===== src/rtl/rgbu_ram.sv =====
`timescale 1ns / 1ps

module rgbu_ram #(
   parameter int WIDTH = 8,
   parameter int DEPTH = 256
) (
   input  logic                     clock,
   input  logic                     wr_en,
   input  logic [$clog2(DEPTH)-1:0] wr_addr,
   input  logic [WIDTH-1:0]         wr_data,
   input  logic                     rd_en,
   input  logic [$clog2(DEPTH)-1:0] rd_addr,
   output logic [WIDTH-1:0]         rd_data
);

   logic [WIDTH-1:0] mem [DEPTH];
   logic [WIDTH-1:0] rd_data_ff;

   always_ff @(posedge clock) begin
      if (wr_en) begin
         mem[wr_addr] <= wr_data;
      end
      if (rd_en) begin
         rd_data_ff <= mem[rd_addr];
      end
   end

   assign rd_data = rd_data_ff;

endmodule


===== config.mk =====
export PLATFORM = sky130hd
export DESIGN_NAME = rgbu_ram
export DESIGN_NICKNAME = d
export VERILOG_FILES = /design/src/rtl/rgbu_ram.sv
export SDC_FILE = /design/constraint.sdc
export NUM_CORES = 2
export LEC_CHECK = 0
export ABC_AREA = 1
export BUFFER_PORTS_ARGS = -buffer_cell sky130_fd_sc_hd__buf_2
export CAP_MARGIN = 20
export CORE_AREA = 2 2 393 395
export CTS_BUF_LIST = sky130_fd_sc_hd__clkbuf_8 sky130_fd_sc_hd__clkbuf_16
export CTS_CLUSTER_SIZE = 30
export DETAILED_ROUTE_END_ITERATION = 7
export DIE_AREA = 0 0 395 397
export PLACE_DENSITY_LB_ADDON = 0.1
export SETUP_SLACK_MARGIN = 0.1
export SLEW_MARGIN = 40
export SYNTH_ARGS = -nofsm -noshare
export SYNTH_HDL_FRONTEND = slang
export SYNTH_SLANG_ARGS = --single-unit

===== constraint.sdc =====
create_clock -name clock -period 4.3 [get_ports clock]
set_input_delay 0.645 -clock clock [delete_from_list [all_inputs] [get_ports clock]]
set_output_delay 0.645 -clock clock [all_outputs]
set_load 0.005 [all_outputs]

==> key figures <==
Synthesis
  • Mapped Cells: 7003
  • Flops & latches, synth: 2056
  • Synthesized cell area: 0.0835 sq mm
  • FFs w/ async S/R, synth: 0
  • Area contributors post-synth: edfxtp_1 (74%), nand3_1 (12%), nand2_1 (9.5%)
  • Mean area per synthesized cell: 11.9 sq um
  • Most common cell in the synthesized netlist: nand2_1
  • Leading area contributor after synthesis: edfxtp_1
  • Cell variety after synth: 13
  • Top_reg_cell synth: edfxtp_1
  • Yosys warns: 0
  • Syn nets: 7030
  • Seq/Total Area, Yosys: 0.740
  • Area share of the largest cell type after synthesis: 0.740
  • Post-synth EDFFs: 2056
  • Most frequent cells after synthesis: nand2_1 (2123), edfxtp_1 (2056), nand3_1 (2019)

Die
  • Die ar.: 0.157 sq mm
  • Core Footprint: 0.153 sq mm
  • Starting Density: 0.546
  • Die width: 395 microns
  • Top Ports: 35
  • Placement Rows: 144
  • Die Y: 397 microns

Clocking
  • Postcts setup bufs: 0
  • Cts hold-fix bufs: 0
  • CTS tree: done
  • Clk root buf: clkbuf_16
  • CTS resizes: 0
  • Clk sinks: 2056
  • H-tree depth: 4
  • Num CTS Buffers: 207
  • Reg clk slew, reported paths: 0.06 ns
  • Clk_lat worst skew: 0.83 ns
  • Bufs on Longest Clock Path: 3

Layout
  • Synthesis-to-finish area growth: 10.9%
  • Finished Layout Cells: 9162
  • Reg area: 0.0617 sq mm
  • Fraction of layout cells with a size suffix above 1: 0.0770
  • Final #Nets: 6977
  • Area of the multi-input gates: 0.0193 sq mm
  • Fillcell total: 12000

STA
  • Final setup skew: 0.0198 ns
  • Final Hold Viols: 0
  • # setup viols final: 0
  • Max Clock Freq: 353 MHz
  • Slew Limit Fails: 0
  • Final cycle utilization of the critical path: 0.659
  • Worst-Margin Slew: 0.930 ns
  • RSZ-0062 raised after global routing: false
  • Slew headroom: 0.378
  • Minimum clock period after layout: 2.83 ns
  • Setup TNS: 0 ns

Global routing
  • Initial antenna violation count: 4
  • Gr usage total: 0.292
  • Largest net degree at the start of global routing: 115
  • Total grt overflow: 0
  • Vias in the first global route: 51700
  • First-pass GRT wire length: 342 mm

Place
  • DP Cell Count: 8783
  • RD Place Congestion: 0.884
  • DPL Wire Length: 132 mm
  • Buffers on Ports: 34

Worst setup path
  • Worst path arrival time: 3.40 ns
  • Most used cell along the critical path: nand3_1
  • Critical path cell sequence: buf_8 -> inv_8 -> buf_12 -> nand3_1 -> nand3_1 -> nand3_1 -> nand3_1 -> nand3_1 -> nand3_1 -> nand2_1 -> nand2_1 -> nand2_1
  • Bufs and invs on worst path: 3
  • Slowest CP cell: inv_8
  • Top Family by Delay on Critical Path: simple AND/OR/NAND/NOR gates
  • Largest stage delay, worst path: 0.58 ns
  • CP required: 4.87 ns
  • Worst Path Max Fanout: 57
  • Worst setup path class: in -> reg
  • Worst setup SP type: input pin
  • CP endpoint kind: flip-flop

Detailed routing
  • Final wirelength: 229 mm
  • Post-DR vias/cell: 5.94
  • DRT antenna net count: 0
  • Initial DRT Pass Iterations: 8
  • Initial DRC Count: 6861
  • Drt drc: 0
  • WL/cell: 25.0 microns
  • Total number of vias: 54400

Run status
  • Status: completed

Power
  • LEAKAGE: 32.3 nW
  • Maximum vdd drop: 348 uV
  • Power per standard cell area: 453 mW/mm^2
  • Power, Total: 41.9 mW

Worst hold path
  • Worst Hold Class: in -> reg

Run
  • Max Cap Viol: 0
state kept, by name, indices dropped and copies added, names as in the netlist:
register and flops:
mem 2048, rd_data 8
cell usage in the layout (no fill, tap or decap):
cell type / count
nand2_1: 2115
edfxtp_1: 2056
nand3_1: 2018
nor2_1: 238
clkbuf_16: 212
buf_4: 132
inv_1: 82
clkinv_1: 60
buf_12: 52
nor2_2: 45
clkinv_2: 29
buf_2: 22
bufinv_16: 16
buf_8: 11
nand2_2: 5
inv_2: 3
nand2_4: 3
clkinv_8: 3
clkinvlp_4: 3
buf_16: 3
inv_8: 2
inv_6: 2
diode_2: 1
inv_16: 1
inv_4: 1
nand3_2: 1
clkinv_4: 1
buf_6: 1
cell families after synthesis:
| kind of cell | count (synthesis) | share of synthesized area |
|---|---|---|
| AND/OR/NAND/NOR | 4425 | 0.229 |
| flip-flops | 2056 | 0.740 |
| buffers and inverters | 522 | 0.0312 |
layer usage:
metal	global-route usage	share of wire
met5	0	0.000057
met4	0.0934	0.030
met3	0.0446	0.088
met2	0.453	0.46
met1	0.428	0.42
path summary, 6_finish.rpt:
| kind | from | to | slack, ns | cells past startpoint |
|---|---|---|---|---|
| max | rd_addr[1] | rd_data[6] | 1.47 | 12 |
| min reg2reg | mem[220][6] | rd_data[6] | 1.06 | 10 |
| min | wr_data[0] | mem[120][0] | 0.21 | 1 |
| max reg2reg | mem[7][6] | rd_data[6] | 2.05 | 10 |
power by group:
| part | internal (mW) | switching [mW] | total, mW | leakage (nW) |
|---|---|---|---|---|
| Combinational | 0.626 | 1.95 | 2.57 | 10.5 |
| Sequential | 22.1 | 0.0233 | 22.1 | 18.5 |
| Clock | 9.80 | 7.44 | 17.2 | 3.35 |
| Total | 32.5 | 9.41 | 41.9 | 32.3 |
metrics by stage:
step / instance area [sq um] / hold WS, ns / util / setup slack, ns
finish: 92600 / 0.206 / 0.605 / 1.47
floorplan: 83500 / 0.744 / - / 2.16
global placement: 85900 / 1.06 / 0.562 / 0.713
global route: 92600 / 0.183 / 0.605 / 1.48
detailed placement: 86000 / 1.04 / 0.562 / 0.761
CTS: 92400 / 0.179 / 0.604 / 1.65
layout make-up:
class                           instances  area share
Antenna cell                            1   0.0000270
Clock buffer                          212      0.0573
Clock inverter                        164      0.0123
Inverter                               39     0.00195
Multi-Input combinational cell       4425       0.208
Sequential cell                      2056       0.667
Tap cell                             2044      0.0276
Timing Repair Buffer                  221      0.0259
(Power assumes the default switching activity.)
