==> src/rtl/rgbu_pkg.sv <==
`timescale 1ns / 1ps

package rgbu_pkg;

   // Line buffer sizing
   localparam int MAX_WIDTH  = 4096;
   localparam int LINE_DEPTH = 3 * MAX_WIDTH;
   localparam int COL_W      = $clog2(LINE_DEPTH);
   localparam int LEN_W      = $clog2(LINE_DEPTH + 1);
   localparam int WEFF_W     = $clog2(MAX_WIDTH + 1);

   // Register file
   localparam int WIDTH_W  = 13;
   localparam int HEIGHT_W = 16;
   localparam int PADDR_W  = 3;
   localparam int PDATA_W  = 32;

   localparam logic REG_IMAGE_WIDTH  = 1'b0;
   localparam logic REG_IMAGE_HEIGHT = 1'b1;

   typedef enum logic [2:0] {
      FILT_NONE  = 3'd0,
      FILT_SUB   = 3'd1,
      FILT_UP    = 3'd2,
      FILT_AVG   = 3'd3,
      FILT_PAETH = 3'd4
   } filter_kind_type;

   // Sample handed from the sequencer to the reconstruction stage
   typedef struct packed {
      logic [7:0]      raw;
      logic [COL_W-1:0] col;
      logic [1:0]      ch;
      filter_kind_type filt;
      logic            has_left;
      logic            has_up;
      logic            eor;
      logic            eoi;
      logic            bad;
   } item_type;

endpackage

==> src/rtl/rgbu_recon.sv <==
`timescale 1ns / 1ps

// Predictor and output register; writes reconstructed bytes back to the line buffer.
module rgbu_recon (
   input  logic                        clock,
   input  logic                        reset,
   input  logic                        item_valid,
   input  rgbu_pkg::item_type          item,
   output logic                        item_take,
   input  logic [7:0]                  up_byte,
   output logic                        wr_en,
   output logic [rgbu_pkg::COL_W-1:0]  wr_addr,
   output logic [7:0]                  wr_data,
   output logic                        rsp_valid,
   input  logic                        rsp_stall,
   output logic [7:0]                  rsp_pixel_value,
   output logic [1:0]                  rsp_channel,
   output logic                        rsp_end_of_row,
   output logic                        rsp_end_of_image,
   output logic                        rsp_bad_filter
);

   logic [7:0] left_ff [3];
   logic [7:0] ul_ff   [3];

   logic       rsp_valid_ff, rsp_valid_in;
   logic [7:0] pix_ff;
   logic [1:0] ch_ff;
   logic       eor_ff, eoi_ff, bad_ff;

   logic [7:0]        a, b, c, pred, val;
   logic [7:0]        left_sel, ul_sel;
   logic [8:0]        sum_ab;
   logic signed [9:0] d_bc, d_ac, d_sum;
   logic [9:0]        pa, pb, pc;

   assign item_take = item_valid && (!rsp_valid_ff || !rsp_stall);

   always_comb begin
      unique case (item.ch)
         2'd0:    begin left_sel = left_ff[0]; ul_sel = ul_ff[0]; end
         2'd1:    begin left_sel = left_ff[1]; ul_sel = ul_ff[1]; end
         2'd2:    begin left_sel = left_ff[2]; ul_sel = ul_ff[2]; end
         default: begin left_sel = 8'd0;       ul_sel = 8'd0;       end
      endcase
      a = item.has_left ? left_sel : 8'd0;
      b = item.has_up ? up_byte : 8'd0;
      c = (item.has_left && item.has_up) ? ul_sel : 8'd0;

      sum_ab = {1'b0, a} + {1'b0, b};
      d_bc   = $signed({2'b00, b}) - $signed({2'b00, c});
      d_ac   = $signed({2'b00, a}) - $signed({2'b00, c});
      d_sum  = d_bc + d_ac;
      pa     = (d_bc < 0) ? 10'(-d_bc) : 10'(d_bc);
      pb     = (d_ac < 0) ? 10'(-d_ac) : 10'(d_ac);
      pc     = (d_sum < 0) ? 10'(-d_sum) : 10'(d_sum);

      unique case (item.filt)
         rgbu_pkg::FILT_SUB: pred = a;
         rgbu_pkg::FILT_UP:  pred = b;
         rgbu_pkg::FILT_AVG: pred = sum_ab[8:1];
         rgbu_pkg::FILT_PAETH: begin
            priority if (pa <= pb && pa <= pc) begin
               pred = a;
            end else if (pb <= pc) begin
               pred = b;
            end else begin
               pred = c;
            end
         end
         default: pred = 8'd0;
      endcase
      val = item.raw + pred;
   end

   assign wr_en   = item_take;
   assign wr_addr = item.col;
   assign wr_data = val;

   assign rsp_valid_in = item_take || (rsp_valid_ff && rsp_stall);

   always_ff @(posedge clock) begin
      if (reset) begin
         rsp_valid_ff <= 1'b0;
      end else begin
         rsp_valid_ff <= rsp_valid_in;
      end
      if (item_take) begin
         pix_ff <= val;
         ch_ff  <= item.ch;
         eor_ff <= item.eor;
         eoi_ff <= item.eoi;
         bad_ff <= item.bad;
         unique case (item.ch)
            2'd0:    begin left_ff[0] <= val; ul_ff[0] <= b; end
            2'd1:    begin left_ff[1] <= val; ul_ff[1] <= b; end
            2'd2:    begin left_ff[2] <= val; ul_ff[2] <= b; end
            default: ;
         endcase
      end
   end

   assign rsp_valid        = rsp_valid_ff;
   assign rsp_pixel_value  = pix_ff;
   assign rsp_channel      = ch_ff;
   assign rsp_end_of_row   = eor_ff;
   assign rsp_end_of_image = eoi_ff;
   assign rsp_bad_filter   = bad_ff;

endmodule

==> config.mk <==
export PLATFORM = sky130hd
export DESIGN_NAME = rgbu_recon
export DESIGN_NICKNAME = d
export VERILOG_FILES = /design/src/rtl/rgbu_pkg.sv /design/src/rtl/rgbu_recon.sv
export SDC_FILE = /design/constraint.sdc
export NUM_CORES = 1
export LEC_CHECK = 0
export ABC_AREA = 1
export BUFFER_PORTS_ARGS = -buffer_cell sky130_fd_sc_hd__buf_2
export CORE_MARGIN = 2
export CORE_UTILIZATION = 45
export DETAILED_ROUTE_END_ITERATION = 10
export PLACE_DENSITY = 0.68
export SLEW_MARGIN = 20
export SYNTH_ARGS = -nofsm -noshare
export SYNTH_HDL_FRONTEND = slang
export SYNTH_SLANG_ARGS = --single-unit
export TNS_END_PERCENT = 5
==> constraint.sdc <==
create_clock -name clock -period 6 [get_ports clock]
set_input_delay 0.3 -clock clock [delete_from_list [all_inputs] [get_ports clock]]
set_output_delay 0.3 -clock clock [all_outputs]
set_load 0.02 [all_outputs]
==> impl_metrics.tcl, run 1 <==
set metrics [dict create \
    switching_share_pct 41.63 \
    grtUsageMet1_pct 33.04 \
    drtIter0Drc 689 \
    slew_viol_final 0 \
    firstDrtPassIters 5 \
    utilization_pct 71.22 \
    gr-total-overflow 0 \
    r2r.worst_path.cells 43 \
    syn-mean-instance-area_um2 7.565 \
    p_leak_nw 4.390 \
    setup.worst_path.class "reg -> out" \
    required_ns 5.70 \
    seqPwrFrac_pct 16.7 \
    syn2layout_area_growth_pct 55.29 \
    antenna_found_initial 0 \
    path_common_cell "nand2_2" \
    relSlewSlack_pct 45.60 \
    initial_core_util_pct 45.86 \
    mappedNetlistArea_mm2 0.005764 \
    met2_usage_pct 49.73 \
    grt_pass1_wl_um 28720 \
    ios 82 \
    r2r_start "ul_ff[0][0]$_DFFE_PP_" \
    cts_tree "built" \
    rows 41 \
    synth_common_cells "nand2_1, inv_1, ha_1, nand3_1, edfxtp_1" \
    placed_area_mm2 0.007605 \
    setup_viol_count_final 35 \
    top_usage_layer "met2" \
    clk_latency_ns 0.33 \
    ant_nets 0 \
    cts.htree.levels 3 \
    vias 6214 \
    outcome "finished with violations" \
    place.gp.congestion 0.8943 \
    crit_end "wr_data[7]" \
    cts_sinks 62 \
    die_h_um 117.2 \
    p_switching_mw 1.313 \
    vias_per_cell 5.239 \
    r2r_slack_ns -0.66 \
    synthArstFlopShare_pct 0 \
    violations "setup timing" \
    synth_seq_cells 62 \
    synth_area_leader_cell "edfxtp_1" \
    stdcell_area_mm2 0.008951 \
    synth_warnings 0 \
    fmax_mhz 144.6 \
    post-synth-top-area-fraction_pct 31.78 \
    synthTopCellsByArea "edfxtp_1, ha_1, nand2_1, inv_1, nand3_1" \
    ir_drop_mv 0.2881 \
    hold_path.class "in -> reg" \
    nets 1122 \
    pwr-share-comb_pct 67.7 \
    hold_violations 0 \
    clock_path_buffers 2 \
    total_power_mw 3.153 \
    grt_pass1_vias 6065 \
    cpMaxStageDelayCell "fa_2" \
    root_buffer "clkbuf_16" \
    cts.clk_slew.worst_paths_ns 0.05 \
    grt_max_degree 17 \
    grt_util_all_layers_pct 27.15 \
    critPathLaunchType "register" \
    grtUsageMet3_pct 3.141 \
    crit_start "ul_ff[0][0]$_DFFE_PP_" \
    cp-end-kind "primary output" \
    place_hpwl_um 13350 \
    postSynthCellCount 762 \
    drive_gt1_share_pct 44.67 \
    drt-wirelength-per-cell_um 16.14 \
    cpPeakStageDelay_ns 0.48 \
    yosysMostFrequentCell "nand2_1" \
    reg2reg_to "rsp_pixel_value[7]$_DFFE_PP_" \
    core_area_mm2 0.01257 \
    die_w_um 117.2 \
    finalCritPeriodShare_pct 115.3 \
    crit_fanout 7 \
    synth_ff_type "edfxtp_1" \
    arrival_ns 6.62 \
    p_per_area_mw_per_mm2 352.2 \
    clkPwrFrac_pct 15.6 \
    diodes 0 \
    rsz0062_at_grt "yes" \
    period_needed_ns 6.916 \
    synth_edf_count 61 \
    drc 0 \
    tightestPinTransition_ns 0.8115 \
    portBuffers 53 \
    setup_ws_ns -0.9162 \
    die_area_mm2 0.01373 \
    intPower_mw 1.840 \
    maxCapViolations 0 \
    seq_area_frac_synth_pct 32.13 \
    synth.distinct_cells 41 \
    cts_inserted_buffers 9 \
    totalWireLength_um 19150 \
    clock_skew_ns 0.007437 \
]
[through the flow]
stage,setup TNS [ns],instances,worst slack (ns),hold slack [ns]
2_1_floorplan,-1.158,764,-0.2103,0.3691
3_3_place_gp,-14.90,1141,-0.8593,0.4615
3_5_place_dp,-18.46,1141,-1.004,0.4665
4_1_cts,-3.508,1176,-0.6065,0.1314
5_1_grt,-21.53,1186,-1.189,0.1278
6_report,-11.74,1186,-0.9162,0.1318
[worst max-delay path, delay by kind of cell, from the launching register on]
family | cells | cell delay [ns]
fa+ha+maj | 5 | 1.54
compound gates | 9 | 1.12
flops | 1 | 0.38
buf+inv | 13 | 1.27
xor+xnor | 2 | 0.45
simple gates | 14 | 1.51
[power by group through the flow]
stage | logic [mW] | clock network, mW | registers (mW)
after global routing | 2.32 | 0.511 | 0.530
after global placement | 1.53 | 0 | 0.535
after detailed placement | 1.57 | 0 | 0.535
final | 2.13 | 0.492 | 0.528
after floorplan | 0.943 | 0 | 0.550
after CTS | 1.76 | 0.488 | 0.528
[cell usage in the layout (no fill, tap or decap), drive strengths merged, types with 10 or more instances in the layout]
cell,Yosys,layout
clkbuf,5,10
nand2,219,219
ha,66,66
a21oi,40,40
nor2,25,25
inv,121,121
xor2,26,26
o21ai,24,24
buf,19,258
edfxtp,61,61
nor3,14,14
nand3,74,74
[registers in the layout, indices dropped and copies added (netlist names)]
signal            flops
left_ff              24
rsp_end_of_row        1
rsp_pixel_value       8
rsp_end_of_image      1
rsp_channel           2
rsp_bad_filter        1
ul_ff                24
rsp_valid             1
[worst min-delay path by stage]
stage	from	endpoint	slack, ns	cells past startpoint
global placement	reset	rsp_valid$_SDFF_PP0_	0.46	2
finish	reset	rsp_valid$_SDFF_PP0_	0.13	2
detailed placement	reset	rsp_valid$_SDFF_PP0_	0.47	2
CTS	reset	rsp_valid$_SDFF_PP0_	0.13	2
floorplan	reset	rsp_valid$_SDFF_PP0_	0.37	1
global route	reset	rsp_valid$_SDFF_PP0_	0.13	2
[cell families after synthesis]
group | Yosys count | synth area share, %
compound gates | 104 | 10.72
xor+xnor | 28 | 4.254
fa+ha+maj | 69 | 15.37
buf+inv | 147 | 10.74
flops | 62 | 32.13
other cells | 2 | 0.1303
simple gates | 350 | 26.66
[per-layer routing]
metal  wire length (µm)  share of wire, %
met5                  0                 0
met4                581               3.0
met3               1091               5.7
met2               9763                51
met1               7710                40
[repair_timing]
action	4_1_cts	5_1_grt
setup endpoints to repair	31	36
resized for setup	94	104
pin swaps	66	85
hold endpoints to repair	0	0
buffers inserted	20	10
hold buffers	0	0
[final cells by class]
| class | instances | area [µm²] |
|---|---|---|
| clock buffer | 10 | 229.0 |
| clock inverter | 6 | 52.55 |
| fill | 897 | 3617 |
| inverter | 123 | 470.5 |
| multi-input combinational | 555 | 4177 |
| sequential | 62 | 1852 |
| tap | 172 | 215.2 |
| timing repair buffer | 258 | 1956 |
No activity file was read; power rests on OpenSTA's default activity.
==> inputs of run 2 (changes only) <==
Settings changed: PLACE_DENSITY 0.68 to 0.65.
Clock period 6 ns to 8.15 ns, I/O delays scaled along.
==> run 2 against run 1 <==
  * The flow now finishes without violations
  * Die area is the same
  * Clock power shrank 25%
  * Highest routed layer unchanged
  * Design area shrank 25%
==> impl_metrics.tcl, run 2 (same netlist as run 1, synthesis figures left out) <==
set metrics [dict create \
    path_common_cell "nand2_1" \
    grt_util_all_layers_pct 23.06 \
    cts.clk_slew.worst_paths_ns 0.05 \
    cts.htree.levels 3 \
    clk_latency_ns 0.33 \
    setup_viol_count_final 0 \
    diodes 0 \
    die_h_um 117.2 \
    cpMaxStageDelayCell "fa_1" \
    cts_inserted_buffers 9 \
    drc 0 \
    gr-total-overflow 0 \
    layout_common_cells "nand2_1, inv_1, nand3_1" \
    p_leak_nw 3.361 \
    antenna_found_initial 0 \
    total_power_mw 1.692 \
    tightestPinTransition_ns 0.8803 \
    core_area_mm2 0.01257 \
    totalWireLength_um 15320 \
    hold_violations 0 \
    root_buffer "clkbuf_16" \
    cp-end-kind "primary output" \
    maxCapViolations 0 \
    required_ns 7.74 \
    grt_pass1_vias 5030 \
    clock_skew_ns 0.004339 \
    critPathLaunchType "input pin" \
    stdcell_count 1001 \
    crit_fanout 8 \
    vias_per_cell 5.303 \
    slew_viol_final 0 \
    drtIter0Drc 484 \
    outcome "finished clean" \
    clock_path_buffers 2 \
    p_per_area_mw_per_mm2 253.1 \
    portBuffers 53 \
    timing.hold.ws_ns 0.2259 \
    syn2layout_area_growth_pct 15.98 \
    ant_nets 0 \
    fmax_mhz 129.0 \
    stdcell_area_mm2 0.006685 \
    ios 82 \
    vias 5308 \
    nets 937 \
    hold_path.class "in -> reg" \
    die_w_um 117.2 \
    initial_core_util_pct 45.86 \
    relSlewSlack_pct 40.77 \
    cts_tree "built" \
    post-place-cells 977 \
    place.gp.congestion 0.9464 \
    grt_max_degree 17 \
    setup_ws_ns 0.3967 \
    firstDrtPassIters 5 \
    mostFrequentLayoutCell "nand2_1" \
    rows 41 \
    placed_area_mm2 0.006200 \
    utilization_pct 53.19 \
    grt_pass1_wl_um 24470 \
    period_needed_ns 7.753 \
    cts_sinks 62 \
    cts_hold_buffers 0 \
    drt-wirelength-per-cell_um 15.30 \
    finalCritPeriodShare_pct 95.13 \
    ir_drop_mv 0.1422 \
    die_area_mm2 0.01373 \
    arrival_ns 7.35 \
    setup_tns_ns 0 \
    cpPeakStageDelay_ns 0.40 \
    drive_gt1_share_pct 16.04 \
    setup.worst_path.class "in -> out" \
    place_hpwl_um 12090 \
    pre_cts_slack_ns 0.1699 \
]
[run 2: report_power, final]
part / internal (mW) / switching (mW) / total, mW
combinational: 0.339 / 0.595 / 0.934
clock: 0.235 / 0.135 / 0.370
sequential: 0.384 / 0.00429 / 0.388
total: 0.958 / 0.734 / 1.69
[run 2: cell type report]
class	instances	area [µm²]
fillers	1199	5883
multi-input cells	556	3443
flip-flops and latches	62	1852
inverters	123	461.7
repair buffers	72	424.2
clock buffers	10	229.0
well taps	172	215.2
clock inverters	6	60.06
[run 2: final timing paths]
kind,slack (ns),cells past startpoint,end,start
worst max-delay path,0.40,47,wr_data[6],item[8]
worst min-delay path,0.23,2,rsp_valid$_SDFF_PP0_,reset
worst max register to register,1.34,46,left_ff[0][7]$_DFFE_PP_,ul_ff[0][17]$_DFFE_PP_
worst min register to register,0.48,2,rsp_valid$_SDFF_PP0_,rsp_valid$_SDFF_PP0_
[run 2: metal layers]
layer | vias up | wire length [µm] | global-route usage, %
li1 | 2646 | - | -
met2 | 187 | 6964 | 36.74
met1 | 2455 | 7127 | 32.61
met4 | 0 | 151 | 5.569
met5 | - | 0 | 0
met3 | 20 | 1075 | 4.274
[run 2: timing repair]
item,CTS,global route
gates resized for setup,0,33
setup buffers,0,6
endpoints found under the setup margin,0,4
[run 2: worst max-delay path, delay by kind of cell]
kind / cells / cell delay [ns]
AO/OA/AOI/OAI: 13 / 2.19
XOR/XNOR: 1 / 0.31
adder cells (fa/ha/maj): 6 / 1.62
buffers and inverters: 9 / 1.11
AND/OR/NAND/NOR: 18 / 1.68
==> inputs of run 3 (changes only) <==
Settings changed: ABC_AREA 1 to not set, CTS_BUF_LIST set to sky130_fd_sc_hd__clkbuf_16, GPL_TIMING_DRIVEN set to 1.
==> run 3 against run 2 <==
  * The flow now finishes with violations (setup timing)
  * Combinational power up 51%
  * Cell count down 3.7%
  * Fmax down 5.2%
  * Count of clock-buffer cells in the layout down 1
  * Design area up 20%
  * Sequential power about the same
  * Synthesized area up 0.72%
  * Clock skew up 0.0025 ns
  * Sequential share of layout area down 4.5 points
  * Clock power up 2%
  * Flip-flop and latch count unchanged
  * Setup slack worse by 0.42 ns
  * Critical endpoint is now wr_data[7]
==> impl_metrics.tcl, run 3 <==
set metrics [dict create \
    post-synth-top-area-fraction_pct 31.55 \
    r2r_slack_ns 0.60 \
    die_h_um 117.6 \
    multi_input_area_mm2 0.004025 \
    mappedNetlistArea_mm2 0.005806 \
    clk_latency_ns 0.33 \
    r2r_start "ul_ff[0][8]$_DFFE_PP_" \
    cts.clk_slew.worst_paths_ns 0.05 \
    grt_pass1_wl_um 27530 \
    stdcell_area_mm2 0.007998 \
    ios 82 \
    setup_ws_ns -0.02678 \
    relSlewSlack_pct 59.94 \
    core_area_mm2 0.01262 \
    intPower_mw 1.319 \
    synth_seq_cells 62 \
    setup_viol_count_final 1 \
    finalCritPeriodShare_pct 100.3 \
    seq_area_frac_synth_pct 31.90 \
    rsz0062_at_grt "yes" \
    vias 5330 \
    drt-wirelength-per-cell_um 18.02 \
    grt_pass1_vias 5614 \
    root_buffer "clkbuf_16" \
    placed_area_mm2 0.007098 \
    cts.htree.levels 3 \
    path_buf_inv 5 \
    p_per_area_mw_per_mm2 272.2 \
    syn2layout_area_growth_pct 37.76 \
    fillers 1048 \
    cp-end-kind "primary output" \
    clock_skew_ns 0.006819 \
    synth.distinct_cells 77 \
    yosysMostFrequentCell "ha_1" \
    r2r.worst_path.cells 40 \
    cts_inserted_buffers 9 \
    synth_ff_type "edfxtp_1" \
    gr-total-overflow 0 \
    arrival_ns 7.77 \
    layout_common_cells "buf_4, edfxtp_1, ha_1" \
    critPathLaunchType "input pin" \
    p_leak_nw 3.506 \
    postSynthCellCount 597 \
    required_ns 7.74 \
    mostFrequentLayoutCell "buf_4" \
    diodes 0 \
    die_area_mm2 0.01383 \
    clock_path_buffers 2 \
    tightestPinTransition_ns 0.6002 \
    timing.hold.ws_ns 0.2434 \
    drc 0 \
    firstDrtPassIters 6 \
    initial_core_util_pct 46.00 \
    post-place-cells 919 \
    antenna_found_initial 0 \
    place.gp.congestion 0.9134 \
    hold_end "rsp_valid$_SDFF_PP0_" \
    stdcell_count 964 \
    slew_viol_final 0 \
    reg2reg_to "left_ff[0][15]$_DFFE_PP_" \
    seqPwrFrac_pct 17.9 \
    portBuffers 53 \
    hold_path.class "in -> reg" \
    vias_per_cell 5.529 \
    hold_violations 0 \
    switching_share_pct 39.41 \
    cts_sinks 62 \
    maxCapViolations 0 \
    totalWireLength_um 17370 \
    grt_max_degree 17 \
    outcome "finished with violations" \
    utilization_pct 63.38 \
    synthTopCellsByArea "edfxtp_1, ha_1, xnor2_1, mux2i_1, o21ai_0" \
    synth_common_cells "ha_1, edfxtp_1, nand2_1" \
    drive_gt1_share_pct 39.39 \
    drtIter0Drc 335 \
    path_common_cell "a21o_1" \
    syn-mean-instance-area_um2 9.725 \
    pwr-share-comb_pct 64.7 \
    ant_nets 0 \
    violations "setup timing" \
    crit_fanout 5 \
    synth_edf_count 61 \
    p_switching_mw 0.8580 \
    rows 41 \
    ir_drop_mv 0.2390 \
    fmax_mhz 122.3 \
    synthArstFlopShare_pct 0 \
    nets 900 \
    cts_hold_buffers 0 \
    min_path_cells 2 \
    place_hpwl_um 13190 \
    cpPeakStageDelay_ns 0.50 \
    setup.worst_path.class "in -> out" \
    seq_area_mm2 0.001852 \
    cts_tree "built" \
    clkPwrFrac_pct 17.4 \
    crit_family "compound AO/OA/AOI/OAI gates" \
    hp-start "reset" \
    grt_util_all_layers_pct 25.01 \
    die_w_um 117.6 \
    synth_warnings 0 \
    synth_area_leader_cell "edfxtp_1" \
    cpMaxStageDelayCell "or4_4" \
    period_needed_ns 8.177 \
]
[run 3: cell types whose count changed after synthesis, moves of 8 or more]
cell / change
xor2_1: -14
nand2b_1: +9
and2_1: +17
nand3_2: -8
a21o_1: +9
xnor2_1: +35
inv_1: -85
nor3_1: -9
mux2i_1: +25
o21ai_0: +14
nand2_1: -164
nand3_1: -57
[run 3: power by group through the flow]
stage          combinational, mW  clock [mW]  sequential [mW]
2_1_floorplan              0.751           0            0.405
3_3_place_gp                1.15           0            0.394
3_5_place_dp                1.18           0            0.395
4_1_cts                     1.30       0.382            0.390
5_1_grt                     1.53       0.396            0.391
6_report                    1.41       0.379            0.390
[run 3: how the worst max path moves through the flow]
stage                        from    endpoint  cells after the start  slack [ns]
after global placement    item[8]  wr_data[7]                     41       -0.44
after detailed placement  item[8]  wr_data[7]                     41       -0.71
after global routing      item[9]  wr_data[7]                     42       -0.34
final                     item[9]  wr_data[7]                     41       -0.03
after CTS                 item[9]  wr_data[7]                     41      0.0007
after floorplan           item[8]  wr_data[7]                     40        0.03
[run 3: layer usage]
layer | share of wire, % | GRT usage [%] | up-vias
met5 | 0 | 0 | -
met4 | 4.9 | 10.92 | 0
met3 | 4.4 | 4.312 | 54
met2 | 52 | 47.11 | 184
met1 | 39 | 27.40 | 2520
li1 | - | - | 2572
[run 3: what timing repair did]
action	CTS	global route
gates resized for setup	58	22
pin swaps	39	25
setup endpoints to repair	7	8
setup buffers	21	7
gates cloned	1	0
[run 3: final cells by class]
type                    count  share of cell area [%]
clock inverters             7                   1.001
flip-flops and latches     62                   23.15
multi-input cells         474                   50.33
repair buffers            205                   18.37
inverters                  35                   1.643
clock buffers               9                   2.816
well taps                 172                   2.691
[run 3: worst register-to-register path: cells and delay by family (launching register included)]
family | cells | cell delay (ns)
buffers and inverters | 3 | 0.38
muxes | 3 | 0.59
xor gates and xnor gates | 3 | 0.58
adders and majority gates | 5 | 1.09
AOI/OAI and AO/OA | 19 | 3.25
and+or+nand+nor | 7 | 1.09
DFF | 1 | 0.36
[run 3: stage by stage]
stage	worst slack, ns	TNS, ns	power [mW]
after global routing	-0.3385	-0.3453	2.316
after floorplan	0.03040	0	1.156
final	-0.02678	-0.02678	2.177
after CTS	0.0007407	0	2.074
after detailed placement	-0.7092	-2.143	1.576
after global placement	-0.4417	-0.9826	1.540
[run 3: logic make-up after synthesis]
group                    after synthesis  share of synthesized area (%)
buffers and inverters                 64                          5.366
other                                  2                         0.1294
XOR/XNOR                              53                          8.707
AND/OR/NAND/NOR                      155                          13.97
multiplexers                          29                          5.086
AO/OA/AOI/OAI                        161                          19.25
flip-flops                            62                          31.90
adder cells (fa/ha/maj)               71                          15.60
