==> src/rtl/rgbu_pkg.sv <==
`timescale 1ns / 1ps

package rgbu_pkg;

   // Line buffer sizing
   localparam int MAX_WIDTH  = 4096;
   localparam int LINE_DEPTH = 3 * MAX_WIDTH;
   localparam int COL_W      = $clog2(LINE_DEPTH);
   localparam int LEN_W      = $clog2(LINE_DEPTH + 1);
   localparam int WEFF_W     = $clog2(MAX_WIDTH + 1);

   // Register file
   localparam int WIDTH_W  = 13;
   localparam int HEIGHT_W = 16;
   localparam int PADDR_W  = 3;
   localparam int PDATA_W  = 32;

   localparam logic REG_IMAGE_WIDTH  = 1'b0;
   localparam logic REG_IMAGE_HEIGHT = 1'b1;

   typedef enum logic [2:0] {
      FILT_NONE  = 3'd0,
      FILT_SUB   = 3'd1,
      FILT_UP    = 3'd2,
      FILT_AVG   = 3'd3,
      FILT_PAETH = 3'd4
   } filter_kind_type;

   // Sample handed from the sequencer to the reconstruction stage
   typedef struct packed {
      logic [7:0]      raw;
      logic [COL_W-1:0] col;
      logic [1:0]      ch;
      filter_kind_type filt;
      logic            has_left;
      logic            has_up;
      logic            eor;
      logic            eoi;
      logic            bad;
   } item_type;

endpackage

==> src/rtl/rgbu_seq.sv <==
`timescale 1ns / 1ps

// Row/column sequencer: takes bytes, tracks position, issues line buffer reads.
module rgbu_seq (
   input  logic                             clock,
   input  logic                             reset,
   input  logic                             req_valid,
   output logic                             req_stall,
   input  logic [7:0]                       req_raw_byte,
   input  logic [rgbu_pkg::WIDTH_W-1:0]     image_width,
   input  logic [rgbu_pkg::HEIGHT_W-1:0]    image_height,
   input  logic                             item_take,
   output logic                             item_valid,
   output rgbu_pkg::item_type               item,
   output logic                             rd_en,
   output logic [rgbu_pkg::COL_W-1:0]       rd_addr
);

   logic [rgbu_pkg::COL_W-1:0]  col_ff, col_in;
   logic [1:0]                  ch_ff, ch_in;
   logic [rgbu_pkg::HEIGHT_W-1:0] row_ff, row_in;
   logic                        await_ff, await_in;
   logic                        bad_ff, bad_in;
   rgbu_pkg::filter_kind_type   filt_ff, filt_in;
   logic                        item_valid_ff, item_valid_in;
   rgbu_pkg::item_type          item_ff, item_in;

   logic                         accept;
   logic [31:0]                  w_ext;
   logic [rgbu_pkg::WEFF_W-1:0]  w_eff;
   logic [rgbu_pkg::LEN_W-1:0]   row_len;
   logic [rgbu_pkg::LEN_W-1:0]   col_next;
   logic [rgbu_pkg::HEIGHT_W:0]  row_next;
   logic [rgbu_pkg::HEIGHT_W:0]  height_eff;
   logic                         row_end;
   logic                         img_end;

   assign req_stall = item_valid_ff && !item_take;
   assign accept    = req_valid && !req_stall;

   // Clamp width to 1..MAX_WIDTH, row length is three bytes per pixel
   always_comb begin
      w_ext = 32'(image_width);
      if (w_ext == 32'd0) begin
         w_eff = rgbu_pkg::WEFF_W'(1);
      end else if (w_ext > 32'(rgbu_pkg::MAX_WIDTH)) begin
         w_eff = rgbu_pkg::WEFF_W'(rgbu_pkg::MAX_WIDTH);
      end else begin
         w_eff = rgbu_pkg::WEFF_W'(w_ext);
      end
      row_len    = rgbu_pkg::LEN_W'(w_eff) + (rgbu_pkg::LEN_W'(w_eff) << 1);
      height_eff = (image_height == '0) ? (rgbu_pkg::HEIGHT_W+1)'(1)
                                        : {1'b0, image_height};
   end

   assign col_next = rgbu_pkg::LEN_W'(col_ff) + rgbu_pkg::LEN_W'(1);
   assign row_next = {1'b0, row_ff} + (rgbu_pkg::HEIGHT_W+1)'(1);
   assign row_end  = col_next >= row_len;
   assign img_end  = row_end && (row_next >= height_eff);

   assign rd_en   = accept && !await_ff;
   assign rd_addr = col_ff;

   always_comb begin
      col_in        = col_ff;
      ch_in         = ch_ff;
      row_in        = row_ff;
      await_in      = await_ff;
      bad_in        = bad_ff;
      filt_in       = filt_ff;
      item_in       = item_ff;
      item_valid_in = item_valid_ff && !item_take;

      if (accept) begin
         if (await_ff) begin
            // filter type byte
            if (req_raw_byte <= 8'd4) begin
               filt_in = rgbu_pkg::filter_kind_type'(req_raw_byte[2:0]);
               bad_in  = 1'b0;
            end else begin
               bad_in  = 1'b1;
            end
            col_in   = '0;
            ch_in    = 2'd0;
            await_in = 1'b0;
         end else begin
            item_in.raw      = req_raw_byte;
            item_in.col      = col_ff;
            item_in.ch       = ch_ff;
            item_in.filt     = filt_ff;
            item_in.has_left = col_ff >= rgbu_pkg::COL_W'(3);
            item_in.has_up   = row_ff != '0;
            item_in.eor      = row_end;
            item_in.eoi      = img_end;
            item_in.bad      = bad_ff;
            item_valid_in    = 1'b1;

            col_in = rgbu_pkg::COL_W'(col_next);
            ch_in  = (ch_ff == 2'd2) ? 2'd0 : ch_ff + 2'd1;
            if (row_end) begin
               col_in   = '0;
               ch_in    = 2'd0;
               await_in = 1'b1;
               row_in   = rgbu_pkg::HEIGHT_W'(row_next);
               if (img_end) begin
                  row_in  = '0;
                  filt_in = rgbu_pkg::FILT_NONE;
               end
            end
         end
      end
   end

   always_ff @(posedge clock) begin
      if (reset) begin
         col_ff        <= '0;
         ch_ff         <= 2'd0;
         row_ff        <= '0;
         await_ff      <= 1'b1;
         bad_ff        <= 1'b0;
         filt_ff       <= rgbu_pkg::FILT_NONE;
         item_valid_ff <= 1'b0;
      end else begin
         col_ff        <= col_in;
         ch_ff         <= ch_in;
         row_ff        <= row_in;
         await_ff      <= await_in;
         bad_ff        <= bad_in;
         filt_ff       <= filt_in;
         item_valid_ff <= item_valid_in;
      end
      item_ff <= item_in;
   end

   assign item_valid = item_valid_ff;
   assign item       = item_ff;

endmodule

==> config.mk <==
export PLATFORM = sky130hd
export DESIGN_NAME = rgbu_seq
export DESIGN_NICKNAME = d
export VERILOG_FILES = /design/src/rtl/rgbu_pkg.sv /design/src/rtl/rgbu_seq.sv
export SDC_FILE = /design/constraint.sdc
export NUM_CORES = 1
export LEC_CHECK = 0
export ABC_AREA = 1
export ABC_CLOCK_PERIOD_IN_PS = 4680
export BUFFER_PORTS_ARGS = -buffer_cell sky130_fd_sc_hd__buf_2
export CAP_MARGIN = 5
export CORE_ASPECT_RATIO = 1.1
export CORE_UTILIZATION = 30
export DETAILED_ROUTE_END_ITERATION = 10
export GPL_TIMING_DRIVEN = 0
export PLACE_DENSITY = 0.61
export SETUP_SLACK_MARGIN = 0.15
export SLEW_MARGIN = 30
export SYNTH_ARGS = -nofsm -noshare
export SYNTH_HDL_FRONTEND = slang
export SYNTH_SLANG_ARGS = --single-unit
==> constraint.sdc <==
create_clock -name clock -period 4.68 [get_ports clock]
set_clock_uncertainty 0.05 [all_clocks]
set_input_delay 1.17 -clock clock [delete_from_list [all_inputs] [get_ports clock]]
set_output_delay 1.17 -clock clock [all_outputs]
set_load 0.05 [all_outputs]
==> results by group, run 1 <==
GRT
  – First-pass GRT wire length: 17.2 mm
  – Initial antenna violation count: 0
  – Gr ovfl total: 0
  – Tot GR Track Use: between 10% and 20%
  – Vias in the first global route: 3660
  – Largest net degree at the start of global routing: 19

Logic synthesis
  – Library cell with the largest summed area after synthesis: edfxtp_1
  – Post-Synthesis Cells: 596
  – Seq cells post-synth: 70
  – Area of the mapped netlist: ~0.0047 mm^2
  – Synth top area share: 20.5%
  – Syn. warnings: 0
  – Register area share after synthesis: 36.8%
  – Number of distinct library cells after synthesis: 40
  – Synth top area cells: edfxtp_1, dfxtp_1, ha_1
  – Syn Nets: approximately 680
  – Avg Cell Area, Syn: 7.86 um^2

Power
  – Sequential share of power: 39.4%
  – Sw power: 0.424 mW
  – Clock Power Share: roughly 47%
  – Net Sw Frac: 25.3%
  – Gate power share: roughly 14%
  – Static Leakage: 2.84 nW
  – Power per cell area: roughly 280 mW/mm^2
  – P_int: 1.25 mW
  – Max VDD drop: 0.000140 V

Detailed routing
  – Antenna Violating Nets Remaining: 0
  – Vias per cell: roughly 4.5
  – WL final: 10.9 mm
  – Residual DRC: 0
  – DRT Pass-1 Iters: 4
  – Vias: just over 4000
  – Drt first-iter violations: 193
  – Detailed-route wire length per cell: around 12 um

Critical path
  – WP data arrival: about 4500 ps
  – Family with the most delay on the worst path: simple AND/OR/NAND/NOR gates
  – CP max stage delay: roughly 380 ps
  – Data required, critical path: 4890 ps
  – CP Launch Type: input pin
  – Worst Path Buf+Inv: 3
  – Critical Path Sink Type: flip-flop
  – Crit Path Max Fanout: 6
  – Crit Path Class: input pin to flip-flop
  – Slowest CP cell: fa_2

Cells and area
  – Area Growth Syn to Fin: 27.7%
  – Final core occ: 39.4%
  – Share of cells above drive strength 1: between 20% and 30%
  – Fin nets: 789
  – Diodes inserted: 0

Die
  – IO Pins: 90
  – Die ar.: 0.0161 mm^2
  – Initial Util: 30.9%
  – Width of the die: 121 um
  – Core area: 0.0152 mm^2
  – Die Height: between 100 and 150 um
  – Std-Cell Rows: 47

STA
  – Endpoints failing setup: 0
  – Hold WS: 381 ps
  – Min Tclk post-route: ~4300 ps
  – Slew margin rel.: between 50% and 60%
  – Final Hold Viols: 0
  – Setup WS post-layout: 405 ps
  – Final slew viol count: 0
  – Fin crit share: between 90% and 100%
  – Slew @ Worst Pin: 611 ps
  – Setup TNS: 0 ps
  – RSZ-0062 raised after global routing: true
  – Max Fclk: ~230 MHz

Worst hold path
  – Worst min path class: flip-flop to flip-flop

Clock tree
  – # clock sinks: 70
  – CTS Buf Count: 9
  – H-Tree Depth: 3
  – CTS Hold Bufs: 0
  – Clk_lat worst skew: between 300 and 400 ps
  – Root Buffer: clkbuf_16
  – CTS tree: built
  – Bufs on Longest Clock Path: 2
  – CTS clk-pin slew, worst paths: 60 ps

Placement
  – Input/output buffers: just under 90
  – Place WS: -435 ps
  – DP Wirelength: 8.51 mm
  – GPL Wtd Cong: between 0.8 and 0.9

Run status
  – Status: finished, final reports clean

Run
  – Max-cap viol count: 0
-- layer usage --
layer	up-vias	wire, um	global-route usage (%)
met5	-	0	0
met4	0	85	4.12
met3	6	430	2.63
met2	80	5480	23.7
met1	1854	4940	16.8
li1	2184	-	-
-- placed cells by master, fill, tap and decap left out, types with 3 or more instances in the layout --
| master | n |
|---|---|
| a21oi_1 | 36 |
| a21oi_2 | 7 |
| buf_2 | 88 |
| buf_4 | 8 |
| buf_6 | 5 |
| bufinv_16 | 3 |
| clkbuf_1 | 6 |
| clkbuf_16 | 9 |
| clkinv_1 | 3 |
| dfxtp_1 | 38 |
| edfxtp_1 | 32 |
| ha_1 | 36 |
| ha_4 | 3 |
| inv_1 | 82 |
| inv_2 | 11 |
| nand2_1 | 125 |
| nand2_2 | 12 |
| nand2_4 | 4 |
| nand3_1 | 31 |
| nand3_2 | 7 |
| nand4_1 | 12 |
| nor2_1 | 45 |
| nor2_2 | 9 |
| nor2_4 | 6 |
| nor3_1 | 6 |
| nor3_4 | 3 |
| nor4_1 | 9 |
| o21ai_0 | 11 |
| o21ai_1 | 9 |
| o21ai_2 | 3 |
| xnor2_1 | 5 |
| xor2_1 | 23 |
-- worst paths after layout --
kind,start,end,slack [ps],cells after the start
max,image_width[4],rd_addr[8],400,25
min,filt_ff[0],item[5],380,0
max reg2reg,rd_addr[0],row_ff[5],1440,15
min reg2reg,filt_ff[0],item[5],380,0
-- power groups by stage --
stage / Clock, mW / Combinational, mW / Sequential, mW
after CTS: 0.794 / 0.220 / 0.660
after detailed placement: 0 / 0.216 / 0.673
after global placement: 0 / 0.211 / 0.673
after global routing: 0.820 / 0.261 / 0.661
after floorplan: 0 / 0.112 / 0.711
final: 0.780 / 0.235 / 0.660
-- cell type report --
type                    instances  area [um^2]
inverters                      97          369
multi-input cells             421         2700
fillers                      1567         9190
flip-flops and latches         70         1720
plain buffers                   8         48.8
well taps                     196          245
repair buffers                 99          554
clock buffers                  10          229
clock inverters                 6          111
-- cell usage after synthesis --
cell      instances
a21o_1            2
a21oi_1          42
a21oi_2           1
a31oi_1           2
a41o_1            1
buf_4             1
buf_6             2
clkbuf_1          5
clkinv_1          3
dfxtp_1          38
edfxtp_1         32
fa_1              1
ha_1             41
inv_1            85
inv_2             9
nand2_1         129
nand2_2           9
nand2_4           3
nand3_1          31
nand3_2           8
nand3_4           1
nand4_1          12
nand4_2           1
nor2_1           51
nor2_2            6
nor2_4            3
nor3_1            7
nor3_4            2
nor4_1           10
nor4_2            1
nor4_4            1
o211ai_1          1
o21ai_0          13
o21ai_1           9
o21ai_2           1
o21ai_4           1
o21bai_1          2
xnor2_1           5
xor2_1           23
xor2_2            1
-- registers in the layout, indices dropped and copies added, names as in the netlist --
| signal | count |
|---|---|
| rd_addr | 14 |
| bad_ff | 1 |
| ch_ff | 2 |
| await_ff | 1 |
| row_ff | 16 |
| filt_ff | 3 |
| item_valid | 1 |
| item | 32 |
-- cell families after synthesis --
kind of cell | count (synthesis) | share of synthesized area, %
buf+inv | 105 | 8.81
flops | 70 | 36.8
simple gates | 275 | 28.6
compound gates | 75 | 8.84
fa+ha+maj | 42 | 11.4
xor+xnor | 29 | 5.58
-- per-stage QoR --
| step | total power [mW] | cell area, um^2 | cells |
|---|---|---|---|
| floorplan | 0.823 | 4690 | 596 |
| global placement | 0.884 | 5370 | 880 |
| detailed placement | 0.889 | 5410 | 881 |
| CTS | 1.67 | 5800 | 902 |
| global route | 1.74 | 5980 | 907 |
| finish | 1.67 | 5980 | 907 |
-- repair_timing --
item                       CTS  global route
gates cloned                 0             1
setup endpoints to repair   26            37
gates resized for setup      6            37
setup buffers                5             4
pin swaps                    3            12
No activity file was read; power rests on OpenSTA's default activity.
==> run 2, diff against run 1 <==
- CORE_ASPECT_RATIO: 1.1 -> not set
- CORE_UTILIZATION: 30 -> 45
- PLACE_DENSITY: 0.61 -> 0.79
==> results by group, run 2 (synthesis gave the netlist of run 1 again) <==
Power
  – Max VDD drop: 0.000150 V (was 0.000140 V)
  – Sw power: 0.397 mW (was 0.424 mW)
  – Sequential share of power: 47.7% (was 39.4%)
  – P_int: 0.986 mW (was 1.25 mW)
  – Power per cell area: 226 mW/mm^2 (was 280 mW/mm^2)
  – Clock Power Share: 32.5% (was 46.6%)
  – Overall power: 1.38 mW (was 1.67 mW)
  – Gate power share: 19.8% (was 14.0%)
  – Net Sw Frac: 28.7% (was 25.3%)
  – Static Leakage: 2.89 nW (was 2.84 nW)

Clock tree
  – CTS tree: built (unchanged)
  – CTS Buf Count: 9 (unchanged)
  – H-Tree Depth: 3 (unchanged)
  – CTS clk-pin slew, worst paths: 70 ps (was 60 ps)
  – Clk_lat worst skew: 350 ps (was 330 ps)
  – Root Buffer: clkbuf_8 (was clkbuf_16)
  – Bufs on Longest Clock Path: 2 (unchanged)
  – CTS Hold Bufs: 0 (unchanged)
  – # clock sinks: 70 (unchanged)

Critical path
  – Crit path launch: image_width[8] (was image_width[4])
  – Slowest CP cell: ha_1 (was fa_2)
  – Crit Path Max Fanout: 5 (was 6)
  – Data required, critical path: 4900 ps (was 4890 ps)
  – Register-to-register setup slack: 1320 ps (was 1440 ps)
  – CP max stage delay: 310 ps (was 380 ps)
  – Worst reg-to-reg path cell count: 14 (was 15)
  – Critical Path Sink Type: flip-flop (unchanged)
  – CP dominant cell by count: nand2_1
  – Crit Path Class: input pin to flip-flop (unchanged)
  – Origin of the critical flop-to-flop path: rd_addr[0] (unchanged)
  – WP data arrival: 4630 ps (was 4490 ps)
  – CP Launch Type: input pin (unchanged)

Detailed routing
  – Vias per cell: 5.16 (was 4.55)
  – Detailed-route wire length per cell: 14.4 um (was 12.1 um)
  – WL final: 12.3 mm (was 10.9 mm)
  – Residual DRC: 0 (unchanged)
  – Vias: 4421 (was 4124)
  – DRT Pass-1 Iters: 5 (was 4)
  – Drt first-iter violations: 305 (was 193)
  – Antenna Violating Nets Remaining: 0 (unchanged)

Placement
  – Place WS: -458 ps (was -435 ps)
  – Input/output buffers: 88 (unchanged)
  – Post-placement cell area: 0.00533 mm^2 (was 0.00541 mm^2)
  – GPL Wtd Cong: 0.881 (was 0.822)
  – DP Wirelength: 8.55 mm (was 8.51 mm)

STA
  – Slew @ Worst Pin: 663 ps (was 611 ps)
  – Slew margin rel.: 55.8% (was 59.2%)
  – Setup WS post-layout: 275 ps (was 405 ps)
  – Final Hold Viols: 0 (unchanged)
  – Min Tclk post-route: 4410 ps (was 4280 ps)
  – Max Fclk: 227 MHz (was 234 MHz)
  – Final slew viol count: 0 (unchanged)
  – Setup TNS: 0 ps (unchanged)
  – Endpoints failing setup: 0 (unchanged)
  – Fin crit share: 94.1% (was 91.4%)
  – RSZ-0062 raised after global routing: false (was true)

GRT
  – Initial antenna violation count: 0 (unchanged)
  – Vias in the first global route: 4034 (was 3660)
  – Largest net degree at the start of global routing: 23 (was 19)
  – Tot GR Track Use: 20.7% (was 13.6%)
  – Gr ovfl total: 0 (unchanged)
  – First-pass GRT wire length: 18.2 mm (was 17.2 mm)

Die
  – Std-Cell Rows: 36 (was 47)
  – Die ar.: 0.0108 mm^2 (was 0.0161 mm^2)
  – IO Pins: 90 (unchanged)
  – Width of the die: 104 um (was 121 um)
  – Core area: 0.00991 mm^2 (was 0.0152 mm^2)
  – Initial Util: 47.3% (was 30.9%)
  – Die Height: 104 um (was 133 um)

Cells and area
  – Share of cells above drive strength 1: 34.0% (was 27.4%)
  – Final core occ: 61.6% (was 39.4%)
  – Fin nets: 801 (was 789)
  – Area Growth Syn to Fin: 30.4% (was 27.7%)
  – Most frequent cells in the layout: nand2_1, buf_2, inv_1 (unchanged)
  – Largest register FFs: 32 (unchanged)
  – Fin area: 0.00611 mm^2 (was 0.00598 mm^2)
  – Commonest non-fill, non-tap cell in the layout: nand2_1 (unchanged)
  – Diodes inserted: 0 (unchanged)

Run status
  – Status: finished, final reports clean (unchanged)

Worst hold path
  – Hold path cells: 0 (unchanged)
  – Worst min path class: flip-flop to flip-flop (unchanged)
  – Hold path startpoint: bad_ff (was filt_ff[0])

Run
  – Max-cap viol count: 0 (unchanged)
run 2: worst max-delay path, delay by kind of cell:
kind / cells / cell delay [ps]
buf+inv: 6 / 670
simple gates: 15 / 1590
fa+ha+maj: 2 / 540
compound gates: 5 / 630
run 2: power by group through the flow:
stage	Sequential (mW)	Combinational [mW]	Clock [mW]
after floorplan	0.711	0.112	0
after CTS	0.660	0.224	0.452
after detailed placement	0.673	0.216	0
after global routing	0.661	0.298	0.480
after global placement	0.673	0.204	0
final	0.660	0.274	0.449
run 2: layout make-up:
| type | instances | area, um^2 |
|---|---|---|
| flip-flops and latches | 70 | 1720 |
| well taps | 133 | 166 |
| multi-input cells | 421 | 2920 |
| fillers | 806 | 3800 |
| repair buffers | 111 | 699 |
| clock inverters | 1 | 5.00 |
| clock buffers | 15 | 176 |
| inverters | 97 | 368 |
| plain buffers | 8 | 52.6 |
run 2: metrics by stage:
stage,hold WS [ps],instances
after detailed placement,368,818
after global placement,365,817
after CTS,386,840
final,383,856
after floorplan,353,596
after global routing,407,856
run 2: worst paths after layout:
path                end
max          row_ff[12]
min             item[0]
max reg2reg  rd_addr[5]
min reg2reg     item[0]
run 2: what timing repair did:
action | CTS | global route
resized for setup | 9 | 106
setup endpoints to repair | 32 | 37
cloned | 0 | 2
buffers inserted | 6 | 14
pin swaps | 4 | 47
run 2: metal layers:
metal	GRT usage [%]	vias to the layer above	wire length [um]
met5	0	-	0
met4	7.65	0	297
met3	4.76	25	701
met2	35.0	152	6210
met1	25.5	2043	5110
li1	-	2201	-
==> run 3, diff against run 2 <==
- BUFFER_PORTS_ARGS: -buffer_cell sky130_fd_sc_hd__buf_2 -> -buffer_cell sky130_fd_sc_hd__buf_4
==> results by group, run 3 (synthesis gave the netlist of run 1 again) <==
Die
  – Die ar.: 0.0108 mm^2 (unchanged)
  – Die Height: 104 um (unchanged)
  – Initial Util: 47.3% (unchanged)
  – IO Pins: 90 (unchanged)
  – Core area: 0.00991 mm^2 (unchanged)
  – Width of the die: 104 um (unchanged)
  – Std-Cell Rows: 36 (unchanged)

Power
  – Power per cell area: 215 mW/mm^2 (was 226 mW/mm^2)
  – Static Leakage: 2.92 nW (was 2.89 nW)
  – Max VDD drop: 0.000125 V (was 0.000150 V)

STA
  – Final Hold Viols: 0 (unchanged)
  – Min Tclk post-route: 4480 ps (was 4410 ps)
  – Final slew viol count: 0 (unchanged)
  – Endpoints failing setup: 0 (unchanged)
  – RSZ-0062 raised after global routing: true (was false)
  – Setup TNS: 0 ps (unchanged)
  – Slew margin rel.: 52.0% (was 55.8%)
  – Fin crit share: 95.8% (was 94.1%)
  – Max Fclk: 223 MHz (was 227 MHz)
  – Hold WS: 385 ps (was 383 ps)
  – Slew @ Worst Pin: 720 ps (was 663 ps)

Detailed routing
  – Vias: 4415 (was 4421)
  – Antenna Violating Nets Remaining: 0 (unchanged)
  – WL final: 11.9 mm (was 12.3 mm)
  – Vias per cell: 5.17 (was 5.16)
  – Detailed-route wire length per cell: 14.0 um (was 14.4 um)
  – Residual DRC: 0 (unchanged)
  – DRT Pass-1 Iters: 6 (was 5)
  – Drt first-iter violations: 316 (was 305)

Worst hold path
  – Worst min path class: flip-flop to flip-flop (unchanged)
  – Worst Hold Path EP: item[0] (unchanged)
  – Hold path cells: 0 (unchanged)
  – Hold path startpoint: bad_ff (unchanged)

GRT
  – Gr ovfl total: 0 (unchanged)
  – Tot GR Track Use: 20.7% (about the same)
  – Largest net degree at the start of global routing: 21 (was 23)
  – Initial antenna violation count: 0 (unchanged)
  – First-pass GRT wire length: 18.2 mm (about the same)
  – Vias in the first global route: 4007 (was 4034)

Placement
  – DP Wirelength: 8.45 mm (was 8.55 mm)
  – Input/output buffers: 88 (unchanged)
  – GPL Wtd Cong: 0.849 (was 0.881)

Critical path
  – Slowest CP cell: nor3_4 (was ha_1)
  – Crit Path Class: input pin to flip-flop (unchanged)
  – WP data arrival: 4700 ps (was 4630 ps)
  – CP dominant cell by count: nand2_2 (was nand2_1)
  – Crit path launch: image_width[3] (was image_width[8])
  – Register-to-register setup slack: 1400 ps (was 1320 ps)
  – Data required, critical path: 4900 ps (about the same)
  – Reg2Reg Capture Point: row_ff[11] (was rd_addr[5])
  – CP max stage delay: 240 ps (was 310 ps)
  – Origin of the critical flop-to-flop path: rd_addr[0] (unchanged)
  – Worst reg-to-reg path cell count: 16 (was 14)
  – Family with the most delay on the worst path: simple AND/OR/NAND/NOR gates (unchanged)
  – Critical Path Sink Type: flip-flop (unchanged)
  – Crit Path Max Fanout: 6 (was 5)
  – Worst Path Buf+Inv: 4 (was 6)
  – CP Launch Type: input pin (unchanged)

Cells and area
  – Largest register FFs: 32 (unchanged)
  – Share of cells above drive strength 1: 33.0% (was 34.0%)
  – Commonest non-fill, non-tap cell in the layout: nand2_1 (unchanged)
  – FILL cells: 814 (was 806)
  – Fin nets: 799 (was 801)
  – Area Growth Syn to Fin: 34.2% (was 30.4%)
  – Final core occ: 63.4% (was 61.6%)
  – Most frequent cells in the layout: nand2_1, buf_4, inv_1 (was nand2_1, buf_2, inv_1)
  – Diodes inserted: 0 (unchanged)

Clock tree
  – Root Buffer: clkbuf_8 (unchanged)
  – CTS tree: built (unchanged)
  – H-Tree Depth: 3 (unchanged)
  – CTS Buf Count: 9 (unchanged)
  – CTS clk-pin slew, worst paths: 70 ps (about the same)
  – CTS Hold Bufs: 0 (unchanged)
  – Clk_lat worst skew: 350 ps (about the same)
  – # clock sinks: 70 (unchanged)
  – Bufs on Longest Clock Path: 2 (unchanged)

Run status
  – Status: finished, final reports clean (unchanged)

Run
  – Max-cap viol count: 0 (unchanged)
==> run 3: cell count changes in the layout (fill, tap and decap cells not counted), moves of 2 or more <==
cell,previous run,this run
buf_4,17,97
nand2_1,111,114
a21oi_1,26,29
buf_2,81,0
a21oi_4,0,2
clkbuf_8,12,9
buf_8,1,3
nand2_2,22,20
a21oi_2,17,12
buf_6,14,11
clkinv_2,1,3
==> run 3: layout make-up <==
cell class              count  area, um^2  area share (%)
clock inverters             3        15.0           0.239
plain buffers               8        56.3           0.896
clock buffers              13         139            2.21
multi-input cells         421        2930            46.7
well taps                 133         166            2.65
repair buffers            109         885            14.1
flip-flops and latches     70        1720            27.4
inverters                  97         370            5.89
==> run 3: timing repair <==
action,in CTS,in global routing
pin swaps,3,41
buffers inserted,6,12
gates cloned,0,2
endpoints found under the hold margin,0,0
resized for setup,11,96
endpoints found under the setup margin,26,36
==> run 3: worst max path at each step <==
| stage | cells after the start | slack, ps | to |
|---|---|---|---|
| floorplan | 24 | 270 | row_ff[5] |
| global placement | 25 | -390 | row_ff[5] |
| detailed placement | 25 | -450 | row_ff[5] |
| CTS | 26 | 170 | row_ff[5] |
| global route | 29 | -50 | rd_addr[8] |
| finish | 29 | 200 | rd_addr[8] |
==> run 3: per-layer routing <==
layer / GRT usage (%) / vias to the layer above / wire length (um)
met3: 5.33 / 17 / 741
met4: 5.92 / 0 / 182
met1: 27.0 / 2048 / 5120
met5: 0 / - / 0
li1: - / 2203 / -
met2: 33.9 / 147 / 5890
==> run 3: per-stage QoR <==
| step | worst slack (ps) | total power [mW] | instance area (um^2) | cells |
|---|---|---|---|---|
| 3_5_place_dp | -445 | 0.903 | 5530 | 818 |
| 3_3_place_gp | -387 | 0.895 | 5510 | 817 |
| 6_report | 197 | 1.35 | 6290 | 854 |
| 5_1_grt | -53.6 | 1.41 | 6290 | 854 |
| 2_1_floorplan | 271 | 0.823 | 4690 | 596 |
| 4_1_cts | 168 | 1.31 | 5780 | 840 |
==> run 3: where the power goes <==
group	switching (mW)	internal [mW]
combinational	0.179	0.110
clock	0.213	0.190
sequential	0.00778	0.652
